<file path="config.mk">
export PLATFORM = sky130hd
export DESIGN_NAME = idm_back
export DESIGN_NICKNAME = d
export VERILOG_FILES = /design/src/rtl/core/idm_pkg.sv /design/src/rtl/core/idm_back.sv
export SDC_FILE = /design/constraint.sdc
export NUM_CORES = 2
export LEC_CHECK = 0
export BUFFER_PORTS_ARGS = -buffer_cell sky130_fd_sc_hd__buf_2
export CAP_MARGIN = 20
export CORE_MARGIN = 5
export CORE_UTILIZATION = 40
export DETAILED_ROUTE_END_ITERATION = 12
export MAX_ROUTING_LAYER = met4
export SETUP_SLACK_MARGIN = 0.02
export SLEW_MARGIN = 10
export SYNTH_ARGS = -nofsm -noshare
export SYNTH_HDL_FRONTEND = slang
export SYNTH_SLANG_ARGS = --single-unit
</file>
<file path="constraint.sdc">
create_clock -name clk_i -period 11.2 [get_ports clk_i]
set_input_delay 0 -clock clk_i [delete_from_list [all_inputs] [get_ports clk_i]]
set_output_delay 0 -clock clk_i [all_outputs]
set_load 0.05 [all_outputs]
</file>
<file path="src/rtl/core/idm_pkg.sv">
// shared types and constants for the car-following step pipeline
// no dependencies
package idm_pkg;

  localparam int unsigned QW      = 20;  // quotient bits per divider
  localparam int unsigned GNW     = 47;  // desired gap dividend, 2^-32 m
  localparam int unsigned GDW     = 33;  // clamped gap shifted left by 7
  localparam int unsigned SNW     = 32;  // speed shifted into Q16
  localparam int unsigned SDW     = 16;  // floored desired speed
  localparam int unsigned LATENCY = 28;

  localparam logic [16:0] HEADWAY_Q16   = 17'd85197;
  localparam logic [13:0] INV_2SQRT_Q16 = 14'd14207;
  localparam logic [46:0] MIN_GAP_Q32   = 47'd10307921510;
  localparam logic [25:0] GAP_FLOOR_Q9  = 26'd179;
  localparam logic [15:0] V0_FLOOR_Q8   = 16'd26;
  localparam logic [9:0]  AMAX_Q8       = 10'd486;
  localparam logic [19:0] RATIO_SAT_Q16 = 20'h80000;
  localparam logic [19:0] SR_SAT_Q16    = 20'h20000;

  typedef struct packed {
    logic [23:0] own_position;
    logic [15:0] own_speed;
    logic [15:0] cruise_speed;
    logic [11:0] own_length;
    logic        leader_present;
    logic [23:0] leader_position;
    logic [11:0] leader_length;
    logic [15:0] leader_speed;
    logic [23:0] stop_line_position;
    logic        light_open;
    logic [12:0] step_time;
  } idm_req_t;

  typedef struct packed {
    logic [15:0]        new_speed;
    logic [23:0]        new_position;
    logic signed [11:0] accel_applied;
  } idm_res_t;

  // fields that ride along the dividers
  typedef struct packed {
    logic        constrained;
    logic [15:0] v;
    logic [12:0] dt;
    logic [23:0] op;
  } idm_side_t;

  typedef struct packed {
    logic [GNW-1:0] gn;
    logic [GDW-1:0] gd;
    logic [SNW-1:0] sn;
    logic [SDW-1:0] sd;
  } idm_div_in_t;

  typedef struct packed {
    logic [QW-1:0] gq;
    logic          govf;
    logic [QW-1:0] sq;
    logic          sovf;
  } idm_div_res_t;

endpackage

</file>
<file path="src/rtl/core/idm_back.sv">
// back stages: ratio powers, acceleration clamp, speed and position update
// depends on idm_pkg
module idm_back (
  input  logic                  clk_i,
  input  logic                  rst_ni,
  input  logic                  valid_i,
  input  idm_pkg::idm_div_res_t div_i,
  input  idm_pkg::idm_side_t    side_i,
  output logic                  valid_o,
  output idm_pkg::idm_res_t     res_o
);

  logic [19:0]        gr, sr;
  logic [39:0]        gsq, ssq;
  logic [22:0]        inter_q;
  logic [18:0]        sr2_q;
  logic               c_valid_q;
  idm_pkg::idm_side_t c_side_q;

  logic [37:0]        s4;
  logic signed [24:0] diff_q;
  logic               d_valid_q;
  idm_pkg::idm_side_t d_side_q;

  logic signed [34:0] acc24, acc24c;
  logic signed [11:0] acc_q;
  logic               e_valid_q;
  idm_pkg::idm_side_t e_side_q;

  logic signed [25:0] adt;
  logic signed [33:0] vs, vr;
  logic [15:0]        nv;
  logic [15:0]        nv_q;
  logic signed [11:0] f_acc_q;
  logic               f_valid_q;
  idm_pkg::idm_side_t f_side_q;

  logic [29:0]        adv;
  logic [24:0]        np;

  // stage c: saturate ratios and square them
  always_comb begin
    gr  = (div_i.govf || div_i.gq > idm_pkg::RATIO_SAT_Q16) ? idm_pkg::RATIO_SAT_Q16 : div_i.gq;
    sr  = (div_i.sovf || div_i.sq > idm_pkg::SR_SAT_Q16) ? idm_pkg::SR_SAT_Q16 : div_i.sq;
    gsq = 40'(gr) * 40'(gr);
    ssq = 40'(sr) * 40'(sr);
  end

  always_ff @(posedge clk_i or negedge rst_ni) begin
    if (!rst_ni) begin
      c_valid_q <= 1'b0;
      d_valid_q <= 1'b0;
      e_valid_q <= 1'b0;
      f_valid_q <= 1'b0;
      valid_o   <= 1'b0;
    end else begin
      c_valid_q <= valid_i;
      d_valid_q <= c_valid_q;
      e_valid_q <= d_valid_q;
      f_valid_q <= e_valid_q;
      valid_o   <= f_valid_q;
    end
  end

  always_ff @(posedge clk_i) begin
    inter_q  <= side_i.constrained ? gsq[38:16] : '0;
    sr2_q    <= ssq[34:16];
    c_side_q <= side_i;
  end

  // stage d: fourth power and free-road minus interaction
  always_comb begin
    s4 = 38'(sr2_q) * 38'(sr2_q);
  end

  always_ff @(posedge clk_i) begin
    diff_q   <= 25'sd65536 - $signed({4'b0, s4[36:16]}) - $signed({2'b0, inter_q});
    d_side_q <= c_side_q;
  end

  // stage e: scale, clamp in q24, floor to q8
  always_comb begin
    acc24  = diff_q * $signed({1'b0, idm_pkg::AMAX_Q8});
    acc24c = acc24;
    if (acc24 > $signed({9'b0, idm_pkg::AMAX_Q8, 16'b0})) begin
      acc24c = $signed({9'b0, idm_pkg::AMAX_Q8, 16'b0});
    end
    if (acc24 < -35'sd134217728) begin
      acc24c = -35'sd134217728;
    end
  end

  always_ff @(posedge clk_i) begin
    acc_q    <= acc24c[27:0 + 16];
    e_side_q <= d_side_q;
  end

  // stage f: speed integration, rounded half up, floored at zero, saturated at full scale
  always_comb begin
    adt = acc_q * $signed({1'b0, e_side_q.dt});
    vs  = $signed({2'b0, e_side_q.v, 16'b0}) + adt;
    vr  = vs + 34'sd32768;
    nv  = '0;
    if (vs > 0) begin
      nv = (vr[33:16] > 18'd65535) ? 16'hFFFF : vr[31:16];
    end
  end

  always_ff @(posedge clk_i) begin
    nv_q     <= nv;
    f_acc_q  <= acc_q;
    f_side_q <= e_side_q;
  end

  // stage g: position advance with saturation
  always_comb begin
    adv = 30'(nv_q) * 30'(f_side_q.dt) + 30'd32768;
    np  = 25'(f_side_q.op) + 25'(adv[29:16]);
  end

  always_ff @(posedge clk_i) begin
    res_o.new_speed     <= nv_q;
    res_o.new_position  <= np[24] ? 24'hFFFFFF : np[23:0];
    res_o.accel_applied <= f_acc_q;
  end

endmodule

</file>
* Yosys cells after proc, flatten, opt, wreduce, memory -nomap -nowiden
Index checks and enable logic that the tools add are counted.
** Word-level totals
- Word-level logic and storage cells :: 51
- Bits of input ports :: 99
- Register bits after elaboration :: 360
- Output and inout bits :: 53
** Operators by class
- Mux-type cells :: 4
- Magnitude comparators :: 6
- Reduce and logical (&&, ||, !) cells :: 3
- Multipliers :: 6
- Add/sub/neg operators :: 6
** Operator list (count)
- $mux 20 :: 2
- $mul 20x20->39 :: 1
- $mul 19x19->37 :: 1
- $gt 35x26->1 const B :: 1
- $lt 35x28->1 const B :: 1
- $mul 20x20->35 :: 1
- $add 33x26->34 :: 1
- $add 34x17->34 const B :: 1
- $gt 34x1->1 const B :: 1
- $mul 25x9->34 const B :: 1
- $add 29x16->30 const B :: 1
- $mul 16x13->29 :: 1
- $mux 28 :: 1
- $mul 12x14->26 :: 1
- $add 24x14->25 :: 1
- $sub 22x24->25 :: 1
- $sub 17x21->22 const A :: 1
- $gt 20x18->1 const B :: 1
- $gt 20x20->1 const B :: 1
- $gt 18x16->1 const B :: 1
- $mux 16 :: 1
- $logic_or 1x1->1 :: 2
- $reduce_or 2->1 :: 1

* Longest topological paths before layout
- Depth after elaboration :: 5
- Gate-level depth with buffers :: 38
- Mapped depth without buffers :: 36

* Worst setup path before layout
No wires, ideal clock.
- Kind :: register to register
- From :: register sr2_q[7]
- To :: register diff_q[22]
- Clock period less this slack :: 8.547 ns
- Data required time :: 11.082 ns
- Cell stages (with the launch flop) :: 34
- Data arrival time :: 8.429 ns
- Setup time :: 0.118 ns
- Path buffers :: 2
- Slack :: 2.653 ns
- Cells stage by stage :: dfxtp_1 -> clkbuf_1 -> clkbuf_1 -> nand2_1 -> fa_1 -> fa_1 -> fa_1 -> inv_1 -> fa_1 -> inv_1 -> fa_1 -> inv_1 -> fa_1 -> ha_1 -> nand2_1 -> nor3_1 -> a211oi_2 -> o31ai_2 -> xnor2_1 -> ha_1 -> nand4b_1 -> or4b_4 -> or2_4 -> or4_2 -> nand2_1 -> ha_1 -> a21o_1 -> a21o_1 -> a21o_1 -> o21ai_0 -> a21oi_1 -> o21ai_0 -> a21oi_1 -> xnor2_1
** On the way
- Word-level cells in the longest chain between the ends :: 3
** Ends and longest elaborated chain
- start, declared :: RTL line idm_back.sv:16 : logic [18:0] sr2_q;
- start signal, assigned :: RTL line idm_back.sv:67 : sr2_q <= ssq[34:16];
- $mul 19x19->37 :: RTL line idm_back.sv:73 : s4 = 38'(sr2_q) * 38'(sr2_q);
- $sub 17x21->22 :: RTL line idm_back.sv:77 : diff_q <= 25'sd65536 - $signed({4'b0, s4[36:16]}) - $signed({2'b0, inter_q});
- $sub 22x24->25 :: RTL line idm_back.sv:77
- end signal, assigned :: RTL line idm_back.sv:77
- end, declared :: RTL line idm_back.sv:21 : logic signed [24:0] diff_q;
Every way passes these cells.
A chain may end at the register's enable or synchronous reset.

* Worst setup path after layout
- From :: register sr2_q[6]
- To :: register diff_q[22]
Same word-level chain as after synthesis.

==> impl_metrics.yaml <==
outcome:
  status: "finished clean"
setup_path:
  regToRegEndpoint: "diff_q[22]"
  r2r_slack_ns: 1.76
  arrival_ns: 9.92
  cp_top_family: "adder cells"
  crit_buf_inv: 3
  crit_type: "flop to flop"
  ff2ff_path_depth: 30
  worstSetupEndpointType: "flop"
  crit_path_top_delay_cell: "dfxtp_1"
  cpMostUsedCell: "fa_1"
  reg2reg_from: "sr2_q[6]"
  cp-start-kind: "flop"
  required_ns: 11.68
  cp_slowest_stage_delay_ns: 0.94
  path_max_fanout: 20
synthesis:
  ys_warn_count: 0
  ys_seq_area_share_pct: 12.4
  synthTopCellsByArea: "fa_1 (40%), ha_1 (15%), dfxtp_1 (12%), inv_1 (10%), nand2_1 (3.6%)"
  async_flop_share_pct: 1.39
  synth_cell_types: 108
  netlist_instances: 6105
  synth-seq-cells: 360
  yosysTopAreaCell: "fa_1"
  synth-main-ff-cell: "dfxtp_1"
  syn_area_per_cell_um2: 9.54
  synth_edf_count: 0
  synthesis.area_um2: 58200
  synth_top_area_share_pct: 40.2
min_path:
  hold_depth: 2
  hold-path-endpoint: "c_side_q[6]"
  min-delay-start: "side_i[6]"
  hp-class: "input pin to flop"
die:
  coreArea_um2: 145000
  initial_core_util_pct: 40.1
  ios: 152
  die_h_um: 392
  rows: 140
  die_w_um: 392
  die_area_um2: 153000
timing:
  finalSetupViolations: 0
  fin_skew_ns: 0.0220
  fin_crit_sh_pct: 84.3
  hold_viol_final: 0
  max_slew_margin_pct: 36.5
  rsz0062_at_grt: "no"
  fin_setup_tns_ns: 0
  tightest_slew_ns: 0.952
  final_max_slew_viol_count: 0
  max_clock_freq_mhz: 106
  fin_crit_ns: 9.44
clock_network:
  clock_latency_ns: 0.62
  clockBufferDepth: 3
  clk_pin_slew_ns: 0.06
  cts_resized: 0
  cts-htree-levels: 2
  cts_tree: "done"
  cts.sinks: 360
  root_buffer: "clkbuf_16"
  numCtsBuffers: 41
global_routing:
  grt_max_degree: 43
  gr-total-overflow: 0
  antenna_found_initial: 6
  grt.total_usage_pct: 17.9
  grt_pass1_vias: 43511
  grt_pass1_wl_um: 219000
layout:
  fill_cells: 14166
  syn_to_final_growth_pct: 9.25
  seq_area_um2: 7230
  final_net_count: 8290
  final_cell_mix: "inv_1 (1573), fa_1 (1171), ha_1 (676)"
  multi_input_area_um2: 44800
  final_common_cell: "inv_1"
  layout-drive-gt1-share_pct: 4.74
placed_design:
  dp_hpwl_um: 108000
  gp_congestion: 0.867
  port-buffer-count: 151
route:
  drtPass1Iterations: 5
  num_vias: 39712
  post_drt_wl_per_cell_um: 15.5
  drt-initial-drc-count: 1593
  via_per_inst: 4.79
  drc_errors: 0
  wl_um: 129000
  ant_nets: 0
run:
  drv_cap: 0
==> repair_timing <==
action,in CTS,in global routing
endpoints found under the setup margin,0,0
setup buffers,0,0
hold buffers,99,0
endpoints found under the hold margin,71,0
==> sequential cells by signal, indices dropped and copies added (netlist names) <==
signal     flops
f_valid_q      1
f_side_q      37
c_side_q      53
d_valid_q      1
c_valid_q      1
acc_q         12
res_o         52
e_valid_q      1
valid_o        1
d_side_q      53
diff_q        25
e_side_q      53
sr2_q         19
f_acc_q       12
nv_q          16
inter_q       23
==> synthesized netlist by cell type (all sizes together) (51+ instances only) <==
cell type,n
a21oi,157
nor2,149
and3,194
nand2,561
ha,676
and2,231
fa,1171
o21ai,83
dfxtp,355
a21o,72
xnor2,132
xor2,63
nor3,51
clkbuf,171
inv,1573
==> per-stage QoR <==
step                setup slack, ns  hold slack [ns]  instance area, um2  util [%]  cells
floorplan                      2.65           -0.296               58600         -   6212
global placement               1.85           -0.181               61200      42.2   8117
CTS                            1.71          0.00622               63600      43.8   8292
finish                         1.76           0.0587               63600      43.8   8297
detailed placement             1.75           -0.174               61200      42.2   8117
global route                   1.16           0.0184               63600      43.8   8297
==> final cells by class <==
type                            count  share of cell area (%)
Sequential cell                   360                    11.4
Multi-Input combinational cell   4102                    70.5
Inverter                         1574                    9.28
Timing Repair Buffer              265                    2.94
Clock buffer                       55                    1.77
Antenna cell                        3                  0.0118
Tap cell                         1917                    3.77
Clock inverter                     21                   0.403
==> worst max-delay path by stage <==
stage | start | end | slack, ns | depth (start not counted)
global route | sr2_q[12] | diff_q[23] | 1.16 | 31
detailed placement | sr2_q[4] | diff_q[22] | 1.75 | 30
global placement | div_i[13] | sr2_q[13] | 1.85 | 29
CTS | sr2_q[4] | diff_q[22] | 1.71 | 30
finish | sr2_q[6] | diff_q[22] | 1.76 | 30
floorplan | sr2_q[7] | diff_q[22] | 2.65 | 33
==> cells by family (layout without fill, tap and decap cells) <==
group / count (synthesis) / after routing / synth area share, %
and+or+nand+nor: 1426 / 1426 / 12.3
xor gates and xnor gates: 195 / 195 / 2.96
adders and majority gates: 1847 / 1847 / 54.8
other: 2 / 112 / 0.0129
muxes: 17 / 17 / 0.314
AOI/OAI and AO/OA: 508 / 508 / 5.83
DFF: 360 / 360 / 12.4
buffers and inverters: 1750 / 1915 / 11.4
==> metal layers <==
layer  GRT usage [%]  share of wire, %
met5               -                 0
met1            22.9                44
met2            31.2                50
met4            4.01               2.3
met3            1.46               3.5
==> worst register-to-register path: cells and delay by family, from the launching register on <==
kind            cells  cell delay [ns]
simple gates        6             1.86
fa+ha+maj           8             3.73
compound gates     11             2.27
xor+xnor            2             0.40
flops               1             0.94
buf+inv             3             0.15
Power is left out: the tool's default activity adds up to more than one toggle a clock period on the data nets, which glitch-free logic cannot reach.
