--- src/rtl/core/idm_pkg.sv ---
// shared types and constants for the car-following step pipeline
// no dependencies
package idm_pkg;

  localparam int unsigned QW      = 20;  // quotient bits per divider
  localparam int unsigned GNW     = 47;  // desired gap dividend, 2^-32 m
  localparam int unsigned GDW     = 33;  // clamped gap shifted left by 7
  localparam int unsigned SNW     = 32;  // speed shifted into Q16
  localparam int unsigned SDW     = 16;  // floored desired speed
  localparam int unsigned LATENCY = 28;

  localparam logic [16:0] HEADWAY_Q16   = 17'd85197;
  localparam logic [13:0] INV_2SQRT_Q16 = 14'd14207;
  localparam logic [46:0] MIN_GAP_Q32   = 47'd10307921510;
  localparam logic [25:0] GAP_FLOOR_Q9  = 26'd179;
  localparam logic [15:0] V0_FLOOR_Q8   = 16'd26;
  localparam logic [9:0]  AMAX_Q8       = 10'd486;
  localparam logic [19:0] RATIO_SAT_Q16 = 20'h80000;
  localparam logic [19:0] SR_SAT_Q16    = 20'h20000;

  typedef struct packed {
    logic [23:0] own_position;
    logic [15:0] own_speed;
    logic [15:0] cruise_speed;
    logic [11:0] own_length;
    logic        leader_present;
    logic [23:0] leader_position;
    logic [11:0] leader_length;
    logic [15:0] leader_speed;
    logic [23:0] stop_line_position;
    logic        light_open;
    logic [12:0] step_time;
  } idm_req_t;

  typedef struct packed {
    logic [15:0]        new_speed;
    logic [23:0]        new_position;
    logic signed [11:0] accel_applied;
  } idm_res_t;

  // fields that ride along the dividers
  typedef struct packed {
    logic        constrained;
    logic [15:0] v;
    logic [12:0] dt;
    logic [23:0] op;
  } idm_side_t;

  typedef struct packed {
    logic [GNW-1:0] gn;
    logic [GDW-1:0] gd;
    logic [SNW-1:0] sn;
    logic [SDW-1:0] sd;
  } idm_div_in_t;

  typedef struct packed {
    logic [QW-1:0] gq;
    logic          govf;
    logic [QW-1:0] sq;
    logic          sovf;
  } idm_div_res_t;

endpackage

--- src/rtl/core/idm_front.sv ---
// front stages: gap selection, desired gap products, divider operands
// depends on idm_pkg
module idm_front (
  input  logic                 clk_i,
  input  logic                 rst_ni,
  input  logic                 valid_i,
  input  idm_pkg::idm_req_t    req_i,
  output logic                 valid_o,
  output idm_pkg::idm_div_in_t div_o,
  output idm_pkg::idm_side_t   side_o
);

  logic signed [27:0] gl, lg, gap;
  logic signed [16:0] dv;
  logic               cons, stop_hit;
  logic [25:0]        gc;
  logic signed [33:0] m1;
  logic [32:0]        h;
  logic [15:0]        v0c;

  logic                a_valid_q;
  logic signed [33:0]  m1_q;
  logic [32:0]         h_q;
  logic [25:0]         gc_q;
  logic [15:0]         v0c_q;
  idm_pkg::idm_side_t  a_side_q;

  logic signed [48:0]  p;
  logic signed [49:0]  dyn;
  logic [46:0]         sdes;

  always_comb begin
    gl = $signed({3'b0, req_i.leader_position, 1'b0}) - $signed({16'b0, req_i.leader_length})
       - $signed({3'b0, req_i.own_position, 1'b0}) - $signed({16'b0, req_i.own_length});
    lg = $signed({3'b0, req_i.stop_line_position, 1'b0})
       - $signed({3'b0, req_i.own_position, 1'b0}) - $signed({16'b0, req_i.own_length});
    stop_hit = (req_i.own_position < req_i.stop_line_position) && !req_i.light_open;
    gap  = '0;
    dv   = '0;
    cons = 1'b0;
    if (req_i.leader_present) begin
      gap  = gl;
      dv   = $signed({1'b0, req_i.own_speed}) - $signed({1'b0, req_i.leader_speed});
      cons = 1'b1;
    end
    // red light ahead acts as a standing obstacle when there is no leader or it is nearer than the leader
    if (stop_hit && (!req_i.leader_present || lg < gl)) begin
      gap  = lg;
      dv   = $signed({1'b0, req_i.own_speed});
      cons = 1'b1;
    end
    gc  = (gap < $signed({2'b0, idm_pkg::GAP_FLOOR_Q9})) ? idm_pkg::GAP_FLOOR_Q9 : gap[25:0];
    m1  = $signed({1'b0, req_i.own_speed}) * dv;
    h   = 33'(req_i.own_speed) * 33'(idm_pkg::HEADWAY_Q16);
    v0c = (req_i.cruise_speed < idm_pkg::V0_FLOOR_Q8) ? idm_pkg::V0_FLOOR_Q8
                                                     : req_i.cruise_speed;
  end

  always_ff @(posedge clk_i or negedge rst_ni) begin
    if (!rst_ni) begin
      a_valid_q <= 1'b0;
    end else begin
      a_valid_q <= valid_i;
    end
  end

  always_ff @(posedge clk_i) begin
    m1_q                 <= m1;
    h_q                  <= h;
    gc_q                 <= gc;
    v0c_q                <= v0c;
    a_side_q.constrained <= cons;
    a_side_q.v           <= req_i.own_speed;
    a_side_q.dt          <= req_i.step_time;
    a_side_q.op          <= req_i.own_position;
  end

  always_comb begin
    p    = m1_q * $signed({1'b0, idm_pkg::INV_2SQRT_Q16});
    dyn  = $signed({9'b0, h_q, 8'b0}) + p;
    sdes = idm_pkg::MIN_GAP_Q32 + ((dyn < 0) ? 47'd0 : dyn[46:0]);
  end

  always_ff @(posedge clk_i or negedge rst_ni) begin
    if (!rst_ni) begin
      valid_o <= 1'b0;
    end else begin
      valid_o <= a_valid_q;
    end
  end

  always_ff @(posedge clk_i) begin
    div_o.gn <= sdes;
    div_o.gd <= {gc_q, 7'b0};
    div_o.sn <= {a_side_q.v, 16'b0};
    div_o.sd <= v0c_q;
    side_o   <= a_side_q;
  end

endmodule

--- config.mk ---
export PLATFORM = sky130hd
export DESIGN_NAME = idm_front
export DESIGN_NICKNAME = d
export VERILOG_FILES = /design/src/rtl/core/idm_pkg.sv /design/src/rtl/core/idm_front.sv
export SDC_FILE = /design/constraint.sdc
export NUM_CORES = 2
export LEC_CHECK = 0
export ABC_AREA = 1
export ABC_CLOCK_PERIOD_IN_PS = 11100
export BUFFER_PORTS_ARGS = -buffer_cell sky130_fd_sc_hd__buf_2
export CORE_UTILIZATION = 35
export CTS_CLUSTER_SIZE = 28
export DETAILED_ROUTE_END_ITERATION = 12
export GPL_TIMING_DRIVEN = 0
export REMOVE_ABC_BUFFERS = 1
export SYNTH_ARGS = -nofsm -noshare
export SYNTH_HDL_FRONTEND = slang
export SYNTH_SLANG_ARGS = --single-unit
--- constraint.sdc ---
create_clock -name clk_i -period 11.1 [get_ports clk_i]
set_clock_uncertainty 0.05 [all_clocks]
set_input_delay 1.11 -clock clk_i [delete_from_list [all_inputs] [get_ports clk_i]]
set_output_delay 1.11 -clock clk_i [all_outputs]
set_load 0.05 [all_outputs]
* After elaboration in Yosys (flattened, before gate mapping)
Index checks and enable logic that the tools add are counted.
Storage, ports and cells: register bits after elaboration 308, output and inout port bits 183, word-level logic and storage cells 44
Operators by class: add/sub/neg operators 8, $mul 3, $lt $le $gt $ge 5, multiplexer cells 6, reductions and logical operators 5
Operator list (number):
- 28-bit two-way mux | 2
- 42-bit by 49-bit adder with 50-bit output | 1
- 50-bit by 1-bit less-than comparator with 1-bit output, second input constant | 1
- 34-bit by 15-bit multiplier with 49-bit output, second input constant | 1
- 34-bit by 47-bit adder with 47-bit output, first input constant | 1
- 47-bit two-way mux | 1
- 17-bit by 17-bit multiplier with 34-bit output | 1
- 17-bit two-way mux | 2
- 16-bit by 17-bit multiplier with 33-bit output, second input constant | 1
- 27-bit by 28-bit less-than comparator with 1-bit output | 1
- 28-bit by 9-bit less-than comparator with 1-bit output, second input constant | 1
- 27-bit by 13-bit subtractor with 28-bit output | 1
- 26-bit by 13-bit subtractor with 27-bit output | 1
- 26-bit by 26-bit subtractor with 27-bit output | 1
- 25-bit by 12-bit subtractor with 26-bit output | 1
- 25-bit by 25-bit subtractor with 26-bit output | 1
- 24-bit less-than comparator | 1
- 16-bit by 16-bit subtractor with 17-bit output | 1
- 16-bit by 5-bit less-than comparator with 1-bit output, second input constant | 1
- 1-bit logical AND | 2
- 1-bit logical NOT | 2
- 1-bit logical OR | 1
- 1-bit two-way mux | 1

* Logic depth before layout (Yosys ltp)
word-level depth 8, gate-level depth with buffers 70, mapped depth without buffers 67

* Worst setup path before layout
No wires, ideal clock.
path type input-to-reg, start input req_i[56] (netlist bit), end register m1_q[28], setup time 0.127 ns, arrival 11.508 ns, data required time 10.923 ns, slack -0.584 ns, cell stages on the path 60, buffers on the path 3, cells stage by stage inv_1 -> ha_1 -> a21oi_1 -> nand2_1 -> a21boi_0 -> inv_1 -> a21oi_1 -> inv_1 -> a21oi_1 -> inv_1 -> nor2_1 -> and3_1 -> xor2_1 -> ha_1 -> inv_1 -> ha_1 -> nand2_1 -> nor4_1 -> [24 not listed] -> fa_1 -> inv_1 -> fa_1 -> inv_1 -> fa_1 -> inv_1 -> fa_1 -> inv_1 -> ha_1 -> nand2_1 -> inv_1 -> a21boi_0 -> o21ai_0 -> a21oi_1 -> o21ai_0 -> a21oi_1 -> o21ai_0 -> xor2_1
On the way: word-level cells in the longest chain between the ends 8
RTL lines:
- start: declaration | RTL line idm_front.sv:7 | input idm_pkg::idm_req_t req_i,
- 25-bit by 12-bit subtractor with 26-bit output | RTL line idm_front.sv:33 | gl = $signed({3'b0, req_i.leader_position, 1'b0}) - $signed({16'b0, req_i.leader_length})
- 26-bit by 26-bit subtractor with 27-bit output | RTL line idm_front.sv:34 | - $signed({3'b0, req_i.own_position, 1'b0}) - $signed({16'b0, req_i.own_length});
- 27-bit by 13-bit subtractor with 28-bit output | RTL line idm_front.sv:34
- 27-bit by 28-bit less-than comparator with 1-bit output | RTL line idm_front.sv:47 | if (stop_hit && (!req_i.leader_present || lg < gl)) begin
- 1-bit logical OR | RTL line idm_front.sv:47
- 1-bit logical AND | RTL line idm_front.sv:47
- 17-bit two-way mux | RTL line idm_front.sv:47
- 17-bit by 17-bit multiplier with 34-bit output | RTL line idm_front.sv:53 | m1 = $signed({1'b0, req_i.own_speed}) * dv;
- net m1[28] | RTL line idm_front.sv:17 | logic signed [33:0] m1;
- end signal: assignment | RTL line idm_front.sv:68 | m1_q <= m1;
- end: declaration | RTL line idm_front.sv:22 | logic signed [33:0] m1_q;
The timed path passes the listed nets, and every way through them passes these cells. A chain may end at the register's enable or synchronous reset.

* Worst setup path in the final report
start input req_i[56] (netlist bit), end register m1_q[32]
Same word-level chain as after synthesis.

==> run_results.csv <==
group,metric,value,unit
outcome,status,"finished with violations",
outcome,violations,"setup timing",
logic_synthesis,synth-async-reset-ratio,0.6536,%
placed_design,hpwlAfterDp,105800,µm
logic_synthesis,synth_edf_count,0,
floorplanning,die_area,128200,µm²
critical_path,end_kind,"register",
sta,finalWorstSetupSlack,-0.1071,ns
critical_path,crit_top_cell,"fa_1",
global_routing,grt_pass1_wl,202800,µm
finish,ff_latch_area,6137,µm²
route,antenna_left,0,
finish,final_util,41.35,%
logic_synthesis,synth.distinct_cells,57,
placed_design,place.gp.congestion,0.9441,
finish,nNetsFinal,7360,
clock_network,clock_latency,0.64,ns
finish,layout_commonest_cell,"inv_1",
critical_path,path_class,"in -> reg",
logic_synthesis,synth_area,44360,µm²
critical_path,cp_data_arrival_time,11.68,ns
route,firstDrtPassIters,6,
critical_path,critPathTopFamily,"adder cells",
route,drtIter0Drc,2023,
clock_network,hold_buffers,0,
global_routing,grt_pass1_vias,37453,
floorplanning,ios,345,
critical_path,start_kind,"input port",
finish,n_fill_cell,12687,
logic_synthesis,synth_seq_area_share,13.83,%
sta,tightestPinTransition,1.229,ns
sta,period_share,101.0,%
critical_path,path_buf_inv,15,
sta,hold_viol,0,
sta,slew_headroom,17.76,%
floorplanning,die_y,358.0,µm
critical_path,cp.required,11.57,ns
route,drc,0,
sta,rsz0062_at_grt,"true",
critical_path,crit_fanout,6,
logic_synthesis,ys_ff_latch,306,
finish,final_layout_size_suffix_gt1_share,16.13,%
route,vias_per_cell,4.734,
worst_hold_path,min_path_type,"in -> async",
clock_network,clockBufferDepth,3,
clock_network,cts-root-buf,"clkbuf_16",
job,cap_violations,0,
sta,slew_viol_final,0,
critical_path,r2r-end,"div_o[118]",
clock_network,cts.sinks,306,
logic_synthesis,yosys_warnings,0,
clock_network,cts_made_buffers,38,
global_routing,track_usage,20.23,%
clock_network,cts.clk_slew.worst_paths,0.06,ns
critical_path,cp_slowest_stage_delay,0.61,ns
route,totalWireLength,128000,µm
global_routing,grt_max_degree,57,
critical_path,r2r_slack,1.46,ns
logic_synthesis,ys_dominant_reg_cell,"dfxtp_1",
route,via_count,36215,
finish,multiInputGateArea,34400,µm²
floorplanning,die_x,358.0,µm
clock_network,h-tree-depth,2,
clock_network,cts_tree,"done",
global_routing,antenna_found_initial,7,
critical_path,cpMaxStageDelayCell,"fa_2",
finish,antenna_cells,0,
route,wl_per_cell,16.74,µm
floorplanning,row_count,130,
global_routing,gr-total-overflow,0,
critical_path,reg2regPathDepth,31,
floorplanning,core,125700,µm²
logic_synthesis,avgSynthCellArea,8.006,µm²
finish,final_cell_mix,"inv_1, nand2_1, fa_1, ha_1, nor2_1",
sta,setup_viol,4,
logic_synthesis,postSynthCellCount,5541,
placed_design,place_ws,-4.107,ns
placed_design,io_buffer_count,321,
sta,clock.fmax,0.08923,GHz
floorplanning,initial_utilization,35.28,%
critical_path,rr_startpoint,"m1_q[33]",
finish,area_growth,17.18,%
sta,min_period,11.21,ns
## cell families after synthesis
kind of cell | synth area share, %
flip-flops | 13.83
XOR/XNOR | 3.850
other | 0.008453
AND/OR/NAND/NOR | 18.25
adder cells (fa/ha/maj) | 45.32
buffers and inverters | 12.64
AO/OA/AOI/OAI | 6.098
## synthesized netlist by cell type (40+ instances only)
master | count | area (µm²)
a21oi_1 | 243 | 1216
buf_4 | 40 | 300.3
clkbuf_1 | 41 | 153.9
dfxtp_1 | 304 | 6086
fa_1 | 635 | 12710
ha_1 | 591 | 7395
inv_1 | 1291 | 4846
nand2_1 | 979 | 3675
nand3_1 | 188 | 940.9
nand4_1 | 57 | 356.6
nor2_1 | 476 | 1787
nor2_2 | 46 | 287.8
o21ai_0 | 134 | 670.6
xnor2_1 | 65 | 569.3
xor2_1 | 130 | 1139
## routing by layer
metal	GRT usage (%)	share of wire, %
met5	0	0
met4	6.485	3.5
met3	2.280	5.0
met2	34.19	46
met1	26.89	45
## metrics by stage
step | hold slack [ns] | std cells | cell area, µm² | setup TNS, ns
global route | 0.1856 | 7650 | 51990 | -4.854
global placement | 0.2595 | 7431 | 47500 | -102.50
CTS | 0.1652 | 7602 | 50970 | 0
finish | 0.2155 | 7650 | 51990 | -0.1926
detailed placement | 0.2621 | 7437 | 47560 | -91.12
floorplan | 0.2596 | 5460 | 43820 | -10.15
## worst max path at each step
| stage | start | endpoint | slack [ns] | cells after the start |
|---|---|---|---|---|
| detailed placement | req_i[56] | m1_q[28] | -4.11 | 59 |
| floorplan | req_i[56] | m1_q[28] | -0.93 | 57 |
| finish | req_i[56] | m1_q[32] | -0.11 | 57 |
| global placement | req_i[56] | m1_q[28] | -4.47 | 60 |
| CTS | req_i[68] | m1_q[32] | 0.004 | 61 |
| global route | req_i[55] | m1_q[32] | -0.58 | 63 |
## sequential cells by signal, indices dropped and copies added (netlist names)
name	count
a_side_q	54
a_valid_q	1
div_o	89
gc_q	26
h_q	31
m1_q	34
side_o	54
v0c_q	16
valid_o	1
## timing repair
| action | 4_1_cts | 5_1_grt |
|---|---|---|
| endpoints found under the setup margin | 30 | 22 |
| gates cloned | 9 | 0 |
| pin swaps | 131 | 127 |
| buffers inserted | 88 | 47 |
| resized for setup | 283 | 150 |
## layout make-up
cell class / count / area share [%]
Multi-Input combinational cell: 3831 / 66.17
Sequential cell: 306 / 11.81
Inverter: 1328 / 9.721
Timing Repair Buffer: 463 / 5.630
Tap cell: 1650 / 3.971
Clock buffer: 44 / 1.950
Clock inverter: 24 / 0.6908
Timing Repair inverter: 4 / 0.06017
Power is left out: the tool's default activity adds up to more than one toggle a clock period on the data nets, which glitch-free logic cannot reach.
